==> config.mk <==
export PLATFORM = sky130hd
export DESIGN_NAME = qoi_rgb_pixel_encoder
export DESIGN_NICKNAME = d
export VERILOG_FILES = /design/src/design/qoi_enc_pkg.sv /design/src/design/qoi_enc_front.sv /design/src/design/qoi_enc_queue.sv /design/src/design/qoi_enc_back.sv /design/src/design/qoi_rgb_pixel_encoder.sv
export SDC_FILE = /design/constraint.sdc
export NUM_CORES = 2
export LEC_CHECK = 0
export BUFFER_PORTS_ARGS = -buffer_cell sky130_fd_sc_hd__buf_4
export CORE_MARGIN = 3
export CORE_UTILIZATION = 59
export CTS_BUF_LIST = sky130_fd_sc_hd__clkbuf_8
export DETAILED_ROUTE_END_ITERATION = 16
export PLACE_DENSITY = 0.78
export SLEW_MARGIN = 20
export SYNTH_ARGS = -nofsm -noshare
export SYNTH_HDL_FRONTEND = slang
export SYNTH_SLANG_ARGS = --single-unit
==> constraint.sdc <==
create_clock -name clk -period 5.1 [get_ports clk]
set_input_delay 0.51 -clock clk [delete_from_list [all_inputs] [get_ports clk]]
set_output_delay 0.51 -clock clk [all_outputs]
set_load 0.01 [all_outputs]
==> src/design/qoi_enc_pkg.sv <==
// shared constants and word types of the qoi pixel encoder
`default_nettype none

package qoi_enc_pkg;

	// color table geometry and hash bias (alpha fixed at 255)
	localparam int unsigned TABLE_DEPTH = 64;
	localparam int unsigned TABLE_AW    = $clog2(TABLE_DEPTH);
	localparam int unsigned ALPHA       = 255;
	localparam int unsigned HASH_BIAS   = (11 * ALPHA) % TABLE_DEPTH;

	// run length limit and counter width
	localparam int unsigned RUN_LIMIT = 62;
	localparam int unsigned RUN_W     = 6;

	// chunk opcodes
	localparam logic [7:0] OP_RUN  = 8'hC0;
	localparam logic [7:0] OP_DIFF = 8'h40;
	localparam logic [7:0] OP_RGB  = 8'hFE;

	// decoupling queue, depth a power of two
	localparam int unsigned QUEUE_DEPTH = 4;
	localparam int unsigned QUEUE_AW    = $clog2(QUEUE_DEPTH);

	// what follows the optional run byte of a classified pixel
	typedef enum logic [1:0] {
		KIND_NONE = 2'd0,
		KIND_ONE  = 2'd1,
		KIND_RGB  = 2'd2
	} kind_t;

	// one classified pixel handed from front to back
	typedef struct packed {
		logic       has_run;
		logic [7:0] run_byte;
		kind_t      kind;
		logic [7:0] op_byte;
		logic [7:0] red;
		logic [7:0] green;
		logic [7:0] blue;
	} entry_t;

endpackage

`default_nettype wire

==> src/design/qoi_enc_front.sv <==
// front end: pixel register, color table, run tracking and chunk classification
`default_nettype none

module qoi_enc_front (
	input  logic                clk,
	input  logic                arst_n,
	input  logic                pixel_valid,
	output logic                pixel_stall,
	input  logic [7:0]          red,
	input  logic [7:0]          green,
	input  logic [7:0]          blue,
	input  logic                final_pixel,
	output logic                push,
	output qoi_enc_pkg::entry_t push_entry,
	input  logic                full
);

	localparam int unsigned AW    = qoi_enc_pkg::TABLE_AW;
	localparam int unsigned RUN_W = qoi_enc_pkg::RUN_W;

	// hash position of a color
	function automatic logic [AW-1:0] hash_pos(input logic [7:0] r, input logic [7:0] g,
		input logic [7:0] b);
		logic [11:0] sum;
		sum = 12'(r) * 12'd3 + 12'(g) * 12'd5 + 12'(b) * 12'd7;
		return AW'(sum) + AW'(qoi_enc_pkg::HASH_BIAS);
	endfunction

	// delta within -2..1 on a 9-bit two's complement difference
	function automatic logic small_delta(input logic [8:0] d);
		return (d == 9'h1FE) || (d == 9'h1FF) || (d == 9'h000) || (d == 9'h001);
	endfunction

	logic                  s1_valid_q;
	logic [7:0]            red_s1;
	logic [7:0]            green_s1;
	logic [7:0]            blue_s1;
	logic                  final_s1;
	logic [AW-1:0]         pos_s1;
	logic [23:0]           rd_s1;
	logic [23:0]           ctab_mem_q [qoi_enc_pkg::TABLE_DEPTH];
	logic [qoi_enc_pkg::TABLE_DEPTH-1:0] tab_valid_q;
	logic [23:0]           prev_q;
	logic [RUN_W-1:0]      run_q;
	logic                  fwd_valid_q;
	logic [AW-1:0]         fwd_pos_q;
	logic [23:0]           fwd_color_q;

	logic                  accept;
	logic                  commit;
	logic [23:0]           color_s1;
	logic                  same;
	logic [RUN_W-1:0]      run_inc;
	logic                  run_flush;
	logic [23:0]           entry_color;
	logic                  hit;
	logic [8:0]            dr;
	logic [8:0]            dg;
	logic [8:0]            db;
	logic [1:0]            dr_code;
	logic [1:0]            dg_code;
	logic [1:0]            db_code;
	logic                  small_all;
	logic                  need_push;
	logic                  tab_wr;
	qoi_enc_pkg::entry_t   ent;

	// handshake: the pixel stage drains into the queue whenever it has room
	assign commit      = s1_valid_q && !full;
	assign pixel_stall = s1_valid_q && full;
	assign accept      = pixel_valid && !pixel_stall;

	// table lookup data, newest write forwarded over the registered read
	assign color_s1    = {red_s1, green_s1, blue_s1};
	assign entry_color = (fwd_valid_q && (fwd_pos_q == pos_s1)) ? fwd_color_q : rd_s1;
	assign hit         = tab_valid_q[pos_s1] && (entry_color == color_s1);

	// run tracking
	assign same      = (color_s1 == prev_q);
	assign run_inc   = run_q + RUN_W'(1);
	assign run_flush = (run_inc == RUN_W'(qoi_enc_pkg::RUN_LIMIT)) || final_s1;

	// channel deltas against the previous color
	assign dr        = {1'b0, red_s1} - {1'b0, prev_q[23:16]};
	assign dg        = {1'b0, green_s1} - {1'b0, prev_q[15:8]};
	assign db        = {1'b0, blue_s1} - {1'b0, prev_q[7:0]};
	assign dr_code   = dr[1:0] + 2'd2;
	assign dg_code   = dg[1:0] + 2'd2;
	assign db_code   = db[1:0] + 2'd2;
	assign small_all = small_delta(dr) && small_delta(dg) && small_delta(db);

	// classify the pixel into a queue word
	always_comb begin
		ent          = '0;
		ent.kind     = qoi_enc_pkg::KIND_NONE;
		ent.red      = red_s1;
		ent.green    = green_s1;
		ent.blue     = blue_s1;
		need_push    = 1'b0;
		tab_wr       = 1'b0;
		if (same) begin
			if (run_flush) begin
				ent.has_run  = 1'b1;
				ent.run_byte = qoi_enc_pkg::OP_RUN | 8'(run_q);
				need_push    = 1'b1;
			end
		end else begin
			need_push    = 1'b1;
			ent.has_run  = (run_q != '0);
			ent.run_byte = qoi_enc_pkg::OP_RUN | 8'(run_q - RUN_W'(1));
			if (hit) begin
				ent.kind    = qoi_enc_pkg::KIND_ONE;
				ent.op_byte = 8'(pos_s1);
			end else begin
				tab_wr = 1'b1;
				if (small_all) begin
					ent.kind    = qoi_enc_pkg::KIND_ONE;
					ent.op_byte = qoi_enc_pkg::OP_DIFF | {2'b00, dr_code, dg_code, db_code};
				end else begin
					ent.kind    = qoi_enc_pkg::KIND_RGB;
					ent.op_byte = qoi_enc_pkg::OP_RGB;
				end
			end
		end
	end

	assign push       = commit && need_push;
	assign push_entry = ent;

	// pixel stage control
	always_ff @(posedge clk or negedge arst_n) begin
		if (!arst_n) begin
			s1_valid_q <= 1'b0;
		end else if (accept) begin
			s1_valid_q <= 1'b1;
		end else if (commit) begin
			s1_valid_q <= 1'b0;
		end
	end

	// pixel stage payload
	always_ff @(posedge clk) begin
		if (accept) begin
			red_s1   <= red;
			green_s1 <= green;
			blue_s1  <= blue;
			final_s1 <= final_pixel;
			pos_s1   <= hash_pos(red, green, blue);
		end
	end

	// color table memory, registered read at the incoming pixel's hash
	always_ff @(posedge clk) begin
		if (accept) begin
			rd_s1 <= ctab_mem_q[hash_pos(red, green, blue)];
		end
		if (commit && tab_wr) begin
			ctab_mem_q[pos_s1] <= color_s1;
		end
	end

	// last table write, covers a read issued at the same edge
	always_ff @(posedge clk) begin
		if (commit && tab_wr) begin
			fwd_pos_q   <= pos_s1;
			fwd_color_q <= color_s1;
		end
	end

	// encoder state: valid bits, previous color, run count
	always_ff @(posedge clk or negedge arst_n) begin
		if (!arst_n) begin
			tab_valid_q <= '0;
			prev_q      <= '0;
			run_q       <= '0;
			fwd_valid_q <= 1'b0;
		end else if (commit) begin
			if (tab_wr) begin
				fwd_valid_q <= 1'b1;
			end
			if (final_s1) begin
				tab_valid_q <= '0;
				prev_q      <= '0;
				run_q       <= '0;
			end else if (same) begin
				run_q <= run_flush ? '0 : run_inc;
			end else begin
				prev_q <= color_s1;
				run_q  <= '0;
				if (tab_wr) begin
					tab_valid_q[pos_s1] <= 1'b1;
				end
			end
		end
	end

endmodule

`default_nettype wire

==> src/design/qoi_enc_queue.sv <==
// short queue of classified pixel words between front and back
`default_nettype none

module qoi_enc_queue (
	input  logic                clk,
	input  logic                arst_n,
	input  logic                push,
	input  qoi_enc_pkg::entry_t push_entry,
	output logic                full,
	input  logic                pop,
	output logic                head_valid,
	output qoi_enc_pkg::entry_t head
);

	localparam int unsigned QAW = qoi_enc_pkg::QUEUE_AW;

	qoi_enc_pkg::entry_t slot_q [qoi_enc_pkg::QUEUE_DEPTH];
	logic [QAW-1:0]      wr_ptr_q;
	logic [QAW-1:0]      rd_ptr_q;
	logic [QAW:0]        count_q;

	// status and head word
	assign full       = (count_q == (QAW + 1)'(qoi_enc_pkg::QUEUE_DEPTH));
	assign head_valid = (count_q != '0);
	assign head       = slot_q[rd_ptr_q];

	// storage
	always_ff @(posedge clk) begin
		if (push) begin
			slot_q[wr_ptr_q] <= push_entry;
		end
	end

	// pointers and fill count
	always_ff @(posedge clk or negedge arst_n) begin
		if (!arst_n) begin
			wr_ptr_q <= '0;
			rd_ptr_q <= '0;
			count_q  <= '0;
		end else begin
			if (push) begin
				wr_ptr_q <= wr_ptr_q + QAW'(1);
			end
			if (pop) begin
				rd_ptr_q <= rd_ptr_q + QAW'(1);
			end
			if (push && !pop) begin
				count_q <= count_q + (QAW + 1)'(1);
			end else if (pop && !push) begin
				count_q <= count_q - (QAW + 1)'(1);
			end
		end
	end

endmodule

`default_nettype wire

==> src/design/qoi_enc_back.sv <==
// back end: expands queue words into chunk bytes through the output register
`default_nettype none

module qoi_enc_back (
	input  logic                clk,
	input  logic                arst_n,
	input  logic                head_valid,
	input  qoi_enc_pkg::entry_t head,
	output logic                pop,
	output logic                code_valid,
	input  logic                code_stall,
	output logic [7:0]          code_byte,
	output logic                last_of_pixel
);

	logic [2:0] step_q;
	logic       code_valid_q;
	logic [7:0] code_byte_q;
	logic       last_q;

	logic [2:0] body_len;
	logic [2:0] word_len;
	logic [2:0] body_step;
	logic [7:0] next_byte;
	logic       is_last;
	logic       load;

	// byte count of the head word
	always_comb begin
		unique case (head.kind)
			qoi_enc_pkg::KIND_ONE: body_len = 3'd1;
			qoi_enc_pkg::KIND_RGB: body_len = 3'd4;
			default:               body_len = 3'd0;
		endcase
	end

	assign word_len  = body_len + 3'(head.has_run);
	assign body_step = head.has_run ? step_q - 3'd1 : step_q;
	assign is_last   = (step_q == word_len - 3'd1);

	// byte at the current step
	always_comb begin
		if (head.has_run && (step_q == 3'd0)) begin
			next_byte = head.run_byte;
		end else begin
			unique case (head.kind)
				qoi_enc_pkg::KIND_ONE: next_byte = head.op_byte;
				qoi_enc_pkg::KIND_RGB: begin
					unique case (body_step)
						3'd0:    next_byte = qoi_enc_pkg::OP_RGB;
						3'd1:    next_byte = head.red;
						3'd2:    next_byte = head.green;
						default: next_byte = head.blue;
					endcase
				end
				default: next_byte = head.run_byte;
			endcase
		end
	end

	// output register takes a byte when empty or being drained
	assign load = head_valid && (!code_valid_q || !code_stall);
	assign pop  = load && is_last;

	// step counter and output valid
	always_ff @(posedge clk or negedge arst_n) begin
		if (!arst_n) begin
			step_q       <= '0;
			code_valid_q <= 1'b0;
		end else begin
			if (load) begin
				step_q       <= is_last ? 3'd0 : step_q + 3'd1;
				code_valid_q <= 1'b1;
			end else if (!code_stall) begin
				code_valid_q <= 1'b0;
			end
		end
	end

	// output word
	always_ff @(posedge clk) begin
		if (load) begin
			code_byte_q <= next_byte;
			last_q      <= is_last;
		end
	end

	assign code_valid    = code_valid_q;
	assign code_byte     = code_byte_q;
	assign last_of_pixel = last_q;

endmodule

`default_nettype wire

==> src/design/qoi_rgb_pixel_encoder.sv <==
// top level of the qoi rgb pixel encoder
//
//   channel  | direction | handshake                 | word
//   ---------+-----------+---------------------------+-------------------------------
//   pixel    | in        | pixel_valid / pixel_stall | red, green, blue, final_pixel
//   code     | out       | code_valid / code_stall   | code_byte, last_of_pixel
//
// a pixel is taken every cycle while the four-word queue has room; the back end
// sends one byte per cycle while code_stall is low, so a run or index or diff pixel
// is one byte, a run flush adds one byte and an rgb literal is four bytes.
// the first byte of a pixel passes the pixel stage, the queue and the output register.
// reset clears the color table valid bits, previous color and run count at once.
// output stall backs up into the queue, then the pixel stage, then pixel_stall.
`default_nettype none

module qoi_rgb_pixel_encoder (
	input  logic       clk,
	input  logic       arst_n,
	input  logic       pixel_valid,
	output logic       pixel_stall,
	input  logic [7:0] red,
	input  logic [7:0] green,
	input  logic [7:0] blue,
	input  logic       final_pixel,
	output logic       code_valid,
	input  logic       code_stall,
	output logic [7:0] code_byte,
	output logic       last_of_pixel
);

	logic                push;
	qoi_enc_pkg::entry_t push_entry;
	logic                full;
	logic                pop;
	logic                head_valid;
	qoi_enc_pkg::entry_t head;

	// classification and table
	qoi_enc_front u_front (
		.clk         (clk),
		.arst_n      (arst_n),
		.pixel_valid (pixel_valid),
		.pixel_stall (pixel_stall),
		.red         (red),
		.green       (green),
		.blue        (blue),
		.final_pixel (final_pixel),
		.push        (push),
		.push_entry  (push_entry),
		.full        (full)
	);

	// decoupling queue
	qoi_enc_queue u_queue (
		.clk        (clk),
		.arst_n     (arst_n),
		.push       (push),
		.push_entry (push_entry),
		.full       (full),
		.pop        (pop),
		.head_valid (head_valid),
		.head       (head)
	);

	// byte expansion
	qoi_enc_back u_back (
		.clk           (clk),
		.arst_n        (arst_n),
		.head_valid    (head_valid),
		.head          (head),
		.pop           (pop),
		.code_valid    (code_valid),
		.code_stall    (code_stall),
		.code_byte     (code_byte),
		.last_of_pixel (last_of_pixel)
	);

endmodule

`default_nettype wire

==> out/results.ini <==
[route]
top_layer = met5
num_vias = 40577
drc = 0
met1Wirelength_um = 72700
route.met2.wl_um = 92600
ant_nets = 0
post_drt_wl_per_cell_um = 34.7
met3_length_um = 29900
drt_iter0_drc = 6937
routed_via_density = 6.82
wl_um = 207000
first_pass_iters = 8

[floorplan]
dieWidth_um = 366
die_h_um = 366
initial_core_util = 0.596
core-area_sq_um = 128000
row_count = 131
dieArea_sq_um = 134000
pin_count = 40

[clocking]
clock-sinks = 1901
htree_levels = 5
clkLatencyLatePin_ns = 1.01
cts_tree = built
cts_buffers = 309
clock_path_buffers = 4
post_cts_resized = 0
cts_hold_buffers = 28
cts_setup_buffers = 0
clkTransAtPathRegs_ns = 0.07
clock_tree.root_cell = clkbuf_8

[power_and_ir_drop]
p_total_w = 0.0483
ir_drop_v = 0.000856
power.density_nw_per_um2 = 559
leakagePower_nw = 28.3

[synthesis]
ys_types = 76
ys_seq_area_frac = 0.741
avgSynthCellArea_sq_um = 21.1
synth_fp_nets = 3728
synth_area_leaders = edfxtp_1 (71%), mux4_2 (16%), dfrtp_1 (3.5%), ha_1 (0.90%), nand2_1 (0.75%)
synth_flop_cell = edfxtp_1
synth_cells = 3622
syn-cell-area_sq_um = 76300
ys_ff_latch = 1901
synth_top_area_frac = 0.706
yosys_warnings = 0
synth_edf_count = 1794
async_reset_ff_frac = 0.0563
synth_top_cell_by_area = edfxtp_1

[worst_setup_path]
critical_path_required_ns = 5.85
path_delay_family = adder cells
crit_path_start_kind = input pin
cpMaxStageDelayCell = mux4_2
slowest_delay_ns = 0.57
crit_top_cell = fa_1
cp_max_fo = 16
crit_arrival_ns = 5.75
crit_type = input pin to flip-flop
cp_cell_sequence = dlygate4sd3_1 > buf_4 > fa_1 > fa_1 > inv_1 > fa_1 > inv_1 > fa_1 > ha_4 > fa_2 > xor2_4 > buf_12 > buf_12 > mux4_2 > mux4_2
path_buf_inv = 6
crit_path_end_kind = flip-flop

[place]
place_congestion = 0.984
dp.final_hpwl_um = 132000
port_buffers = 39

[finish]
area_growth_pct = 13.2
layout-drive-gt1-share = 0.309
fillers = 7603
nets = 4117
seq_area_sq_um = 56600
multi_input_area_sq_um = 19100

[run_status]
status = completed

[global_route]
grt_antenna_before_repair = 16
grt_max_degree = 100
grt_pass1_vias = 39441
grt_pass1_wl_um = 294000
grt_usage = 0.317
grt.overflow.total = 0

[timing]
rsz0062_at_grt = no
hold_slack_ns = 0.206
worst_slew_pin_slew_ns = 1.09
period_needed_ns = 5.00
hold_viol_final = 0
setup_violations = 0
clock.fmax_mhz = 200
fin_crit_sh = 0.980
drv_slew = 0
skew_ns = 0.0803
relSlewSlack = 0.273

[run]
cap_violations = 0

[hold_path]
hold_path.class = input pin to async pin

==> cell families after synthesis <==
| group | synth area share |
|---|---|
| adder cells (fa/ha/maj) | 0.0148 |
| multiplexers | 0.167 |
| AND/OR/NAND/NOR | 0.0297 |
| flip-flops | 0.741 |
| AO/OA/AOI/OAI | 0.0253 |
| buffers and inverters | 0.0151 |
| XOR/XNOR | 0.00723 |
==> final timing paths <==
check / start / endpoint / slack (ns) / cells past startpoint
min in group clk: blue[7] / u_front.blue_s1[7] / 0.26 / 2
worst max register to register: u_front.pos_s1[1] / u_front.ctab_mem_q[47][18] / 0.66 / 11
worst min register to register: u_front.tab_valid_q[39] / u_front.tab_valid_q[39] / 0.47 / 2
worst min-delay path: arst_n / u_front.run_q[1] / 0.21 / 2
worst max-delay path: red[1] / u_front.rd_s1[13] / 0.10 / 15
max in group asynchronous: arst_n / u_front.tab_valid_q[34] / 3.77 / 3
==> cell type report <==
type / count / share of cell area
Sequential cell: 1901 / 0.654
Multi-Input combinational cell: 1437 / 0.221
Clock buffer: 319 / 0.0508
Timing Repair Buffer: 280 / 0.0335
Tap cell: 1729 / 0.0250
Clock inverter: 199 / 0.0115
Inverter: 82 / 0.00356
Antenna cell: 7 / 0.000203
==> synthesized netlist by cell type, types with 5 or more instances <==
master,count
edfxtp_1,1794
mux4_2,555
nand2_1,152
clkbuf_1,135
dfrtp_1,107
nor2_1,86
inv_1,82
ha_1,55
nor3_1,52
buf_1,47
nand4_1,47
a21oi_1,37
o21ai_0,37
xnor2_1,37
o41ai_1,34
o21ai_2,30
xor2_1,26
a22o_1,25
nand3_1,24
fa_1,22
mux2i_1,17
nand2b_1,14
and3_1,13
nor2b_1,11
nor4_1,11
nor3b_1,10
buf_2,9
buf_6,9
or3_1,9
a31oi_1,8
a21o_1,7
a22oi_1,7
a311oi_1,7
mux2_2,7
o221ai_1,7
nand3b_1,6
a211oi_1,5
o22ai_1,5
or2_2,5
==> routing by layer <==
layer | up-vias | GRT usage
li1 | 15911 | -
met1 | 20899 | 0.442
met2 | 3223 | 0.454
met3 | 540 | 0.110
met4 | 4 | 0.153
met5 | - | 0
==> flip-flops by register name (all words and copies together), names as in the netlist, 2 cells and up <==
signal	flops
u_front.pos_s1	6
u_queue.wr_ptr_q	2
u_front.run_q	6
u_front.fwd_color_q	24
u_queue.rd_ptr_q	2
u_front.blue_s1	8
u_front.prev_q	24
u_front.tab_valid_q	64
u_front.ctab_mem_q	1536
u_back.step_q	3
u_front.green_s1	8
u_queue.count_q	3
u_front.rd_s1	24
u_back.code_byte	8
u_front.red_s1	8
u_front.fwd_pos_q	6
u_queue.slot_q	164
==> report_power, final <==
group | internal, W | switching (W) | total [W]
Clock | 0.00611 | 0.00573 | 0.0118
Combinational | 0.00799 | 0.00902 | 0.0170
Sequential | 0.0188 | 0.000609 | 0.0194
Total | 0.0329 | 0.0154 | 0.0483
==> cells in the final DEF, fill, tap and decap left out, types with 47 or more instances in the layout <==
cell type	synthesis	routed
nor2_1	86	52
clkinv_1	0	69
buf_12	0	58
dfrtp_1	107	105
inv_1	82	167
nand2_1	152	151
clkbuf_8	0	319
ha_1	55	52
nand4_1	47	47
edfxtp_1	1794	1794
mux4_2	555	555
buf_4	2	194
==> per-stage QoR <==
step,cells,TNS (ns),utilization,cell area (sq um),setup slack [ns]
floorplan,3622,0,-,76400,0.0179
global placement,5401,-5.07,0.631,80700,-0.251
detailed placement,5401,-6.90,0.631,80700,-0.327
CTS,5947,0,0.675,86400,0.180
global route,5949,0,0.675,86400,0.0188
finish,5954,0,0.675,86400,0.102
No activity file was read; power rests on OpenSTA's default activity.
